$ cat src/sv/rab_pkg.sv
`timescale 1ns / 1ps
package rab_pkg;

    localparam int FRAC_BITS   = 16;
    localparam int COORD_WIDTH = 32;
    localparam int EPS_WIDTH   = 16;
    localparam int DIST_WIDTH  = 31;
    localparam logic [EPS_WIDTH-1:0] EPS_RESET = EPS_WIDTH'(7);

    // divider: operand setup, one stage per quotient bit, sign/clamp
    localparam int DIV_DEPTH  = COORD_WIDTH + 2;
    // lane input register + divider + ordering + merge reduction
    localparam int PIPE_DEPTH = DIV_DEPTH + 3;

    typedef logic signed [COORD_WIDTH-1:0] coord_t;

    localparam coord_t COORD_MAX = {1'b0, {(COORD_WIDTH-1){1'b1}}};

    typedef struct packed {
        logic   miss;
        coord_t t_lo;
        coord_t t_hi;
    } lane_res_t;

endpackage

$ cat src/sv/rab_div.sv
`timescale 1ns / 1ps
// Pipelined restoring divider: q = sat((n << FRAC_BITS) / d), one quotient bit per stage.
module rab_div import rab_pkg::*; (
    input  logic                   clk,
    input  logic                   en,
    input  logic [COORD_WIDTH:0]   n_mag,
    input  logic [COORD_WIDTH-1:0] d_mag,
    input  logic                   neg,
    output coord_t                 q
);

    localparam int CW = COORD_WIDTH;
    localparam int SW = COORD_WIDTH - FRAC_BITS;

    logic [CW-1:0] rem_reg [CW+1];
    logic [CW-1:0] quo_reg [CW+1];
    logic [CW-1:0] den_reg [CW+1];
    logic [CW:0]   num_reg [CW+1];
    logic          neg_reg [CW+1];
    logic          ovf_reg [CW+1];
    coord_t        q_reg;

    logic          ovf_next;
    logic [CW-1:0] rem_next;

    // quotient >= 2^CW exactly when n >= d << (CW - FRAC_BITS)
    assign ovf_next = {{(SW){1'b0}}, n_mag} >= {1'b0, d_mag, {(SW){1'b0}}};
    assign rem_next = CW'(n_mag >> SW);

    always_ff @(posedge clk) begin
        if (en)
        begin
            rem_reg[0] <= rem_next;
            quo_reg[0] <= '0;
            den_reg[0] <= d_mag;
            num_reg[0] <= n_mag;
            neg_reg[0] <= neg;
            ovf_reg[0] <= ovf_next;
        end
    end

    for (genvar j = 0; j < CW; j++) begin : g_stage
        localparam int K = CW - 1 - j;
        logic          nbit;
        logic [CW:0]   trial;
        logic [CW:0]   diff;
        logic          ge;

        if (K >= FRAC_BITS) begin : g_nbit
            assign nbit = num_reg[j][K-FRAC_BITS];
        end else begin : g_zero
            assign nbit = 1'b0;
        end

        assign trial = {rem_reg[j], nbit};
        assign ge    = trial >= {1'b0, den_reg[j]};
        assign diff  = trial - {1'b0, den_reg[j]};

        always_ff @(posedge clk) begin
            if (en)
            begin
                rem_reg[j+1] <= ge ? diff[CW-1:0] : trial[CW-1:0];
                quo_reg[j+1] <= {quo_reg[j][CW-2:0], ge};
                den_reg[j+1] <= den_reg[j];
                num_reg[j+1] <= num_reg[j];
                neg_reg[j+1] <= neg_reg[j];
                ovf_reg[j+1] <= ovf_reg[j];
            end
        end
    end

    logic [CW-1:0] lim;
    logic [CW-1:0] sat;

    assign lim = neg_reg[CW] ? {1'b1, {(CW-1){1'b0}}} : {1'b0, {(CW-1){1'b1}}};
    assign sat = (ovf_reg[CW] || quo_reg[CW] > lim) ? lim : quo_reg[CW];

    always_ff @(posedge clk) begin
        if (en)
        begin
            q_reg <= neg_reg[CW] ? coord_t'(-sat) : coord_t'(sat);
        end
    end

    assign q = q_reg;

endmodule

$ cat config.mk
export PLATFORM = sky130hd
export DESIGN_NAME = rab_div
export DESIGN_NICKNAME = d
export VERILOG_FILES = /design/src/sv/rab_pkg.sv /design/src/sv/rab_div.sv
export SDC_FILE = /design/constraint.sdc
export NUM_CORES = 2
export LEC_CHECK = 0
export ABC_AREA = 1
export BUFFER_PORTS_ARGS = -buffer_cell sky130_fd_sc_hd__clkbuf_2
export CAP_MARGIN = 30
export CORE_MARGIN = 2
export CORE_UTILIZATION = 34
export DETAILED_ROUTE_END_ITERATION = 10
export SETUP_SLACK_MARGIN = 0.5
export SLEW_MARGIN = 20
export SYNTH_ARGS = -nofsm -noshare
export SYNTH_HDL_FRONTEND = slang
export SYNTH_MEMORY_MAX_BITS = 65536
export SYNTH_SLANG_ARGS = --single-unit
$ cat constraint.sdc
create_clock -name clk -period 6.59 [get_ports clk]
set_input_delay 0.9885 -clock clk [delete_from_list [all_inputs] [get_ports clk]]
set_output_delay 0.9885 -clock clk [all_outputs]
set_load 0.02 [all_outputs]
Yosys cells after proc, flatten, opt, wreduce, memory -nomap -nowiden --
Memories as Yosys holds them, arrays and structs flattened. Cells that the tools add are included. W data, S select, Z words.
Storage, ports and cells: register bits after elaboration 32, output and inout port bits 32, memories 6, bits in writable memories 4323, input bits 68, logic and storage cells 112
Cells by class: order comparisons 34, mux-type cells 37, $add $sub $neg 33, reductions and logical operators 1
Memories:
- num_reg | words 33, bits a word 33, read ports 32, clocked after Yosys merged registers in 0, wr ports 33, RTL line rab_div.sv:18 | logic [CW:0] num_reg [CW+1];
- den_reg | words 33, bits a word 32, read ports 32, clocked after Yosys merged registers in 0, wr ports 33, RTL line rab_div.sv:17 | logic [CW-1:0] den_reg [CW+1];
- quo_reg | words 33, bits a word 32, read ports 33, clocked after Yosys merged registers in 0, wr ports 33, RTL line rab_div.sv:16 | logic [CW-1:0] quo_reg [CW+1];
- rem_reg | words 33, bits a word 32, read ports 32, clocked after Yosys merged registers in 0, wr ports 33, RTL line rab_div.sv:15 | logic [CW-1:0] rem_reg [CW+1];
- neg_reg | words 33, bits a word 1, read ports 33, clocked after Yosys merged registers in 0, wr ports 33, RTL line rab_div.sv:19 | logic neg_reg [CW+1];
- ovf_reg | words 33, bits a word 1, read ports 33, clocked after Yosys merged registers in 0, wr ports 33, RTL line rab_div.sv:20 | logic ovf_reg [CW+1];
Operator list (number):
- $mux W32 | 35
- $ge A33 B32 Y1 | 32
- $sub A32 B32 Y32 | 32
- $ge A33 B48 Y1 | 1
- $gt A32 B32 Y1 | 1
- $neg A32 Y32 | 1
- $mux W1 | 2
- $logic_or A1 B1 Y1 | 1

Logic depth before layout (Yosys ltp) --
An unclocked memory read counts as a cell.
word-level depth 7, depth in mapped cells 31, gate-level depth less buffers 28

Worst setup path after synthesis --
OpenSTA, ideal clock, no wires.
path type register to register, start mem neg_reg[32], end reg q_reg[24] (netlist: q[24]), data pin, required time 6.337 ns, cell stages (with the launch flop) 26, arrival 3.769 ns, setup time 0.253 ns, clock period less this slack 4.022 ns, buffers on the path 3, setup slack 2.568 ns, path through edfxtp_1 -> inv_1 -> clkbuf_1 -> ha_1 -> nand2_1 -> nor2_1 -> nand2_1 -> nor2_1 -> nand4_1 -> nand2_2 -> nand2_2 -> nand2_2 -> buf_6 -> buf_2 -> inv_1 -> a21oi_1 -> ha_1 -> nand2_1 -> nor2_2 -> nand2_2 -> nor2_2 -> nand2_1 -> nand2_2 -> nand2_1 -> nand2_1 -> nand2_1
RTL lines:
- start, declared | RTL line rab_div.sv:19
- end signal, assigned | RTL line rab_div.sv:81 | q_reg <= neg_reg[CW] ? coord_t'(-sat) : coord_t'(sat);
- end, declared | RTL line rab_div.sv:21 | coord_t q_reg;

==> tab_implementation.tex <==
\begin{tabular}{lr}
\hline
Metric & Value \\
\hline
\multicolumn{2}{l}{\textbf{Outcome}} \\
\quad Status & finished, final reports clean \\
\multicolumn{2}{l}{\textbf{Yosys}} \\
\quad Fraction of synthesized cell area in xor and xnor cells & about 5.1\% \\
\quad Adder-cell share of the synthesized area & between 9 and 10\% \\
\quad Number of storage elements in the synthesis netlist & roughly 2,800 \\
\quad Syn Area/Cell & slightly above 10 um\^{}2 \\
\quad Synth async-reset ratio & 0\% \\
\quad Area share of the leading cell type in the synthesized netlist & between 50\% and 60\% \\
\quad Area of the mapped netlist & 151,000 um\^{}2 \\
\quad Yosys warns & 0 \\
\quad Number of different library cells in the post-synthesis netlist & 62 \\
\quad Cells after Synth & about 15,000 \\
\quad Largest cells by area after synthesis & edfxtp\_1 (56\%), ha\_1 (8.8\%), nand2\_1 (7.5\%), inv\_1 (5.0\%), xnor2\_1 (3.5\%) \\
\quad Area fraction in and, or, nand and nor cells after synthesis & approximately 13\% \\
\quad Number of flops mapped to enable cells by yosys & around 2,800 \\
\quad Sequential-to-total area share from yosys stat & 55.58\% \\
\quad Net count of the mapped netlist & about 16,000 \\
\quad Dominant synthesized flop cell & edfxtp\_1 \\
\quad Mux share of post-synthesis cell area & less than 1\% \\
\quad Largest family of logic cells by synthesized area & simple AND/OR/NAND/NOR gates \\
\quad Complex-gate fraction of the synthesized area & $\sim$11\% \\
\quad Cell type with the largest total area after synthesis & edfxtp\_1 \\
\multicolumn{2}{l}{\textbf{Finish}} \\
\quad Post-layout net count & approximately 16,000 \\
\quad Relative area change from synthesis to final layout & 11.50\% \\
\quad Total area of multi-input combinational cells & between 50,000 and 60,000 um\^{}2 \\
\quad Fill count & approximately 43,000 \\
\quad Fraction of layout cells with a size suffix above 1 & 5.975\% \\
\quad Antenna fix cells & 0 \\
\quad Leading cell types in the layout, fill and taps excluded & nand2\_1 (3,024), edfxtp\_1 (2,795), inv\_1 (2,028), ha\_1 (1,059), a21oi\_1 (963) \\
\quad Number of flip-flops under the largest register name & 1,024 \\
\quad Most common cell after layout, fill and taps aside & nand2\_1 \\
\quad Storage element area & around 84,000 um\^{}2 \\
\quad Util after Layout & about two fifths \\
\multicolumn{2}{l}{\textbf{Critical path}} \\
\quad Worst Setup Start Kind & flop \\
\quad Critical Path Most Common Cell & nand2\_1 \\
\quad R2R Path End & q[24]\$\_DFFE\_PP\_ \\
\quad Buffers plus inverters on the worst setup path & 2 \\
\quad Required time reported for the critical path endpoint & 7.28 ns \\
\quad Maximum cell stage delay along the critical path & 0.46 ns \\
\quad Highest fanout seen on the critical path & 43 \\
\quad Ordered cell list for the critical path & buf\_4 -> ha\_1 -> a21oi\_1 -> nor2\_1 -> nor2\_1 -> nand3\_1 -> a21oi\_1 -> nand2\_1 -> nand2\_2 -> nand2\_2 -> nand2\_2 -> buf\_4 -> nand3\_1 -> nor2\_1 -> nand2\_1 -> nor2\_2 -> nand2\_1 -> nand2\_2 -> nand2\_1 -> nand2\_1 -> nand2\_1 \\
\quad Number of cell instances on the worst register-to-register path & 21 \\
\quad Arrival time reported for the critical path endpoint & $\sim$5.4 ns \\
\quad Family of cells with the greatest summed delay on the critical path & simple AND/OR/NAND/NOR gates \\
\quad Startpoint of the lowest-slack register-to-register path & neg\_reg[32]\$\_DFFE\_PP\_ \\
\quad Worst setup EP type & flop \\
\quad Register-to-register setup slack & between 1.5 and 2 ns \\
\quad Highest-delay cell along the critical path & buf\_4 \\
\quad Critical path class & flop to flop \\
\multicolumn{2}{l}{\textbf{STA}} \\
\quad Slew headroom & roughly a fifth \\
\quad Max Clock Skew & between 0.09 and 0.1 ns \\
\quad Time the worst path needs with I/O delays and setup & $\sim$4.7 ns \\
\quad Final critical-path share of the clock period & around 72\% \\
\quad Number of hold violations in the final report & 0 \\
\quad Worst hold slack & about 0.22 ns \\
\quad Finish-stage setup viols & 0 \\
\quad Final-report max-slew violation count & 0 \\
\quad Unrepaired setup endpoints after global routing & no \\
\quad Worst-Margin Slew & approximately 1.2 ns \\
\quad Fmax & 211.7 MHz \\
\quad Setup TNS & 0 ns \\
\multicolumn{2}{l}{\textbf{Clock network}} \\
\quad Clock tree root buffer cell & clkbuf\_16 \\
\quad TritonCTS clock tree & yes \\
\quad Number of sinks driven by the clock tree & about 2,800 \\
\quad CTS Buf Count & approximately 320 \\
\quad Clock slew at the register clock pins of the worst setup and hold paths & 0.06 ns \\
\quad CTS HTree Levels & 5 \\
\quad Number of setup buffers added after CTS & 0 \\
\quad Hold-fix buffer count after cts & 0 \\
\quad Clock Tree Buf Depth & 4 \\
\quad Clock latency on the worst-skew pair & around 0.94 ns \\
\quad Resized Gates After CTS & 0 \\
\multicolumn{2}{l}{\textbf{Floorplanning}} \\
\quad Row cnt & about 240 \\
\quad Die area & roughly 450,000 um\^{}2 \\
\quad Effective utilization at floorplan & 34.16\% \\
\quad X dimension of the die & approximately 670 um \\
\quad I/O pin count & 100 \\
\quad CORE AREA & roughly 440,000 um\^{}2 \\
\quad Die Y-Extent & approximately 670 um \\
\multicolumn{2}{l}{\textbf{Global routing}} \\
\quad Pin count of the biggest net entering global routing & $\sim$180 \\
\quad Antenna violations before repair & 9 \\
\quad Wire length of the first global-routing pass & $\sim$570,000 um \\
\quad GR Util All Layers & $\sim$16\% \\
\quad Via count of the first global-routing pass & 103,400 \\
\quad Total congestion overflow after global routing & 0 \\
\multicolumn{2}{l}{\textbf{Route}} \\
\quad Routed length on met1 & 133,300 um \\
\quad DRT antenna net count & 0 \\
\quad DR vias/cell & around 4.8 \\
\quad Post-detailed-route wirelength per cell & approximately 17 um \\
\quad Number of optimization iterations in the first detailed-route pass & 8 \\
\quad DRC violations left & 0 \\
\quad Met2 Wirelength & just under 200,000 um \\
\quad Count of routing violations after the opening detailed-route iteration & 5,692 \\
\quad Via count & about 100k \\
\quad Routed length on met3 & slightly above 10,000 um \\
\quad Drt total wl & approximately 370,000 um \\
\quad Highest metal used & met5 \\
\multicolumn{2}{l}{\textbf{Worst hold path}} \\
\quad Classification of the worst-slack hold path & primary input to flop \\
\quad Worst hold endpoint & neg\_reg[0]\$\_DFFE\_PP\_ \\
\quad Worst hold path startpoint & neg \\
\quad Number of cells on the worst hold path & 1 \\
\multicolumn{2}{l}{\textbf{Placed design}} \\
\quad Total of buffers placed on input and output ports & between 90 and 100 \\
\quad Weighted congestion at the end of routability-driven global placement & $\sim$0.92 \\
\quad Sum of net half-perimeters after detailed placement & 284,800 um \\
\multicolumn{2}{l}{\textbf{Power}} \\
\quad Worst vdd ir & 0.0002861 V \\
\quad Power density normalized to cell area & 470.2 nW/um\^{}2 \\
\quad Static leakage power & 68.92 nW \\
\quad Final Power & between 70 and 80 mW \\
\multicolumn{2}{l}{\textbf{Flow run}} \\
\quad Max-cap viol count & 0 \\
\hline
\end{tabular}
area by class of cell:
cell class / instances / area share [%]
Sequential cell: 2795 / 49.85
Multi-Input combinational cell: 9653 / 34.27
Clock buffer: 388 / 4.958
Inverter: 2048 / 4.567
Tap cell: 5904 / 4.388
Clock inverter: 188 / 1.058
Timing Repair Buffer: 192 / 0.9066
how the worst max path moves through the flow:
stage	depth (start not counted)	endpoint	slack [ns]	start
floorplan	25	q[24]$_DFFE_PP_	2.57	neg_reg[32]$_DFFE_PP_
CTS	21	q[24]$_DFFE_PP_	1.67	neg_reg[32]$_DFFE_PP_
detailed placement	21	q[24]$_DFFE_PP_	1.68	neg_reg[32]$_DFFE_PP_
finish	21	q[24]$_DFFE_PP_	1.87	neg_reg[32]$_DFFE_PP_
global route	21	q[24]$_DFFE_PP_	1.32	neg_reg[32]$_DFFE_PP_
global placement	21	q[24]$_DFFE_PP_	1.59	neg_reg[32]$_DFFE_PP_
power breakdown:
part | internal [mW] | total, mW | switching, mW
sequential | 25.6 | 28.0 | 2.46
clock | 10.0 | 17.3 | 7.33
combinational | 12.5 | 33.8 | 21.3
total | 48.1 | 79.2 | 31.1
cells in the mapped netlist (6+ instances only):
master       n
clkbuf_1     9
edfxtp_1  2795
inv_1     2028
nand3_1    341
o21ai_1    659
a221oi_1    60
nand4_1    105
nand2_1   3024
a21oi_4     12
xnor2_1    609
o21ai_2     71
a21oi_1    963
a311o_1      7
a21oi_2     34
buf_4       49
nor3_1     156
a21o_1      71
buf_6      101
a21boi_0    79
a211oi_1     9
nand3b_1    17
a31oi_1    119
or2_2       23
o221a_2     31
xor2_1     277
o21ai_0    668
nor4_1      65
o21a_1      72
ha_1      1059
o21bai_1    61
nand2_2     66
a21boi_1    40
nor2_1     881
fa_1        31
inv_2       19
buf_2       34
o211ai_1     6
metal layers:
layer	vias to the layer above	global-route usage [%]
met5	-	0
li1	51400	-
met2	1782	31.24
met3	952	1.760
met1	47400	15.95
met4	8	9.698
worst register-to-register path: stages (launching register included):
cell	delay, ns
edfxtp_1	0.34
buf_4	0.43
ha_1	0.38
a21oi_1	0.15
nor2_1	0.05
nor2_1	0.11
nand3_1	0.08
a21oi_1	0.25
nand2_1	0.11
nand2_2	0.45
nand2_2	0.17
nand2_2	0.32
buf_4	0.46
nand3_1	0.23
nor2_1	0.21
nand2_1	0.12
nor2_2	0.19
nand2_1	0.15
nand2_2	0.10
nand2_1	0.06
nand2_1	0.05
nand2_1	0.06
kinds of logic (layout without fill, tap and decap cells):
family / count (synthesis) / count (layout)
simple gates: 4698 / 4698
fa+ha+maj: 1090 / 1090
mux: 1 / 1
xor+xnor: 886 / 886
flops: 2795 / 2795
buf+inv: 2249 / 2816
compound gates: 2978 / 2978
stage by stage:
step / instances / setup WS (ns) / instance area [um^2]
2_1_floorplan: 14700 / 2.568 / 151000
3_3_place_gp: 20580 / 1.588 / 158000
3_5_place_dp: 20580 / 1.683 / 158100
4_1_cts: 21160 / 1.670 / 168200
5_1_grt: 21170 / 1.319 / 168400
6_report: 21170 / 1.867 / 168400
Power figures use the tool's default switching activity.
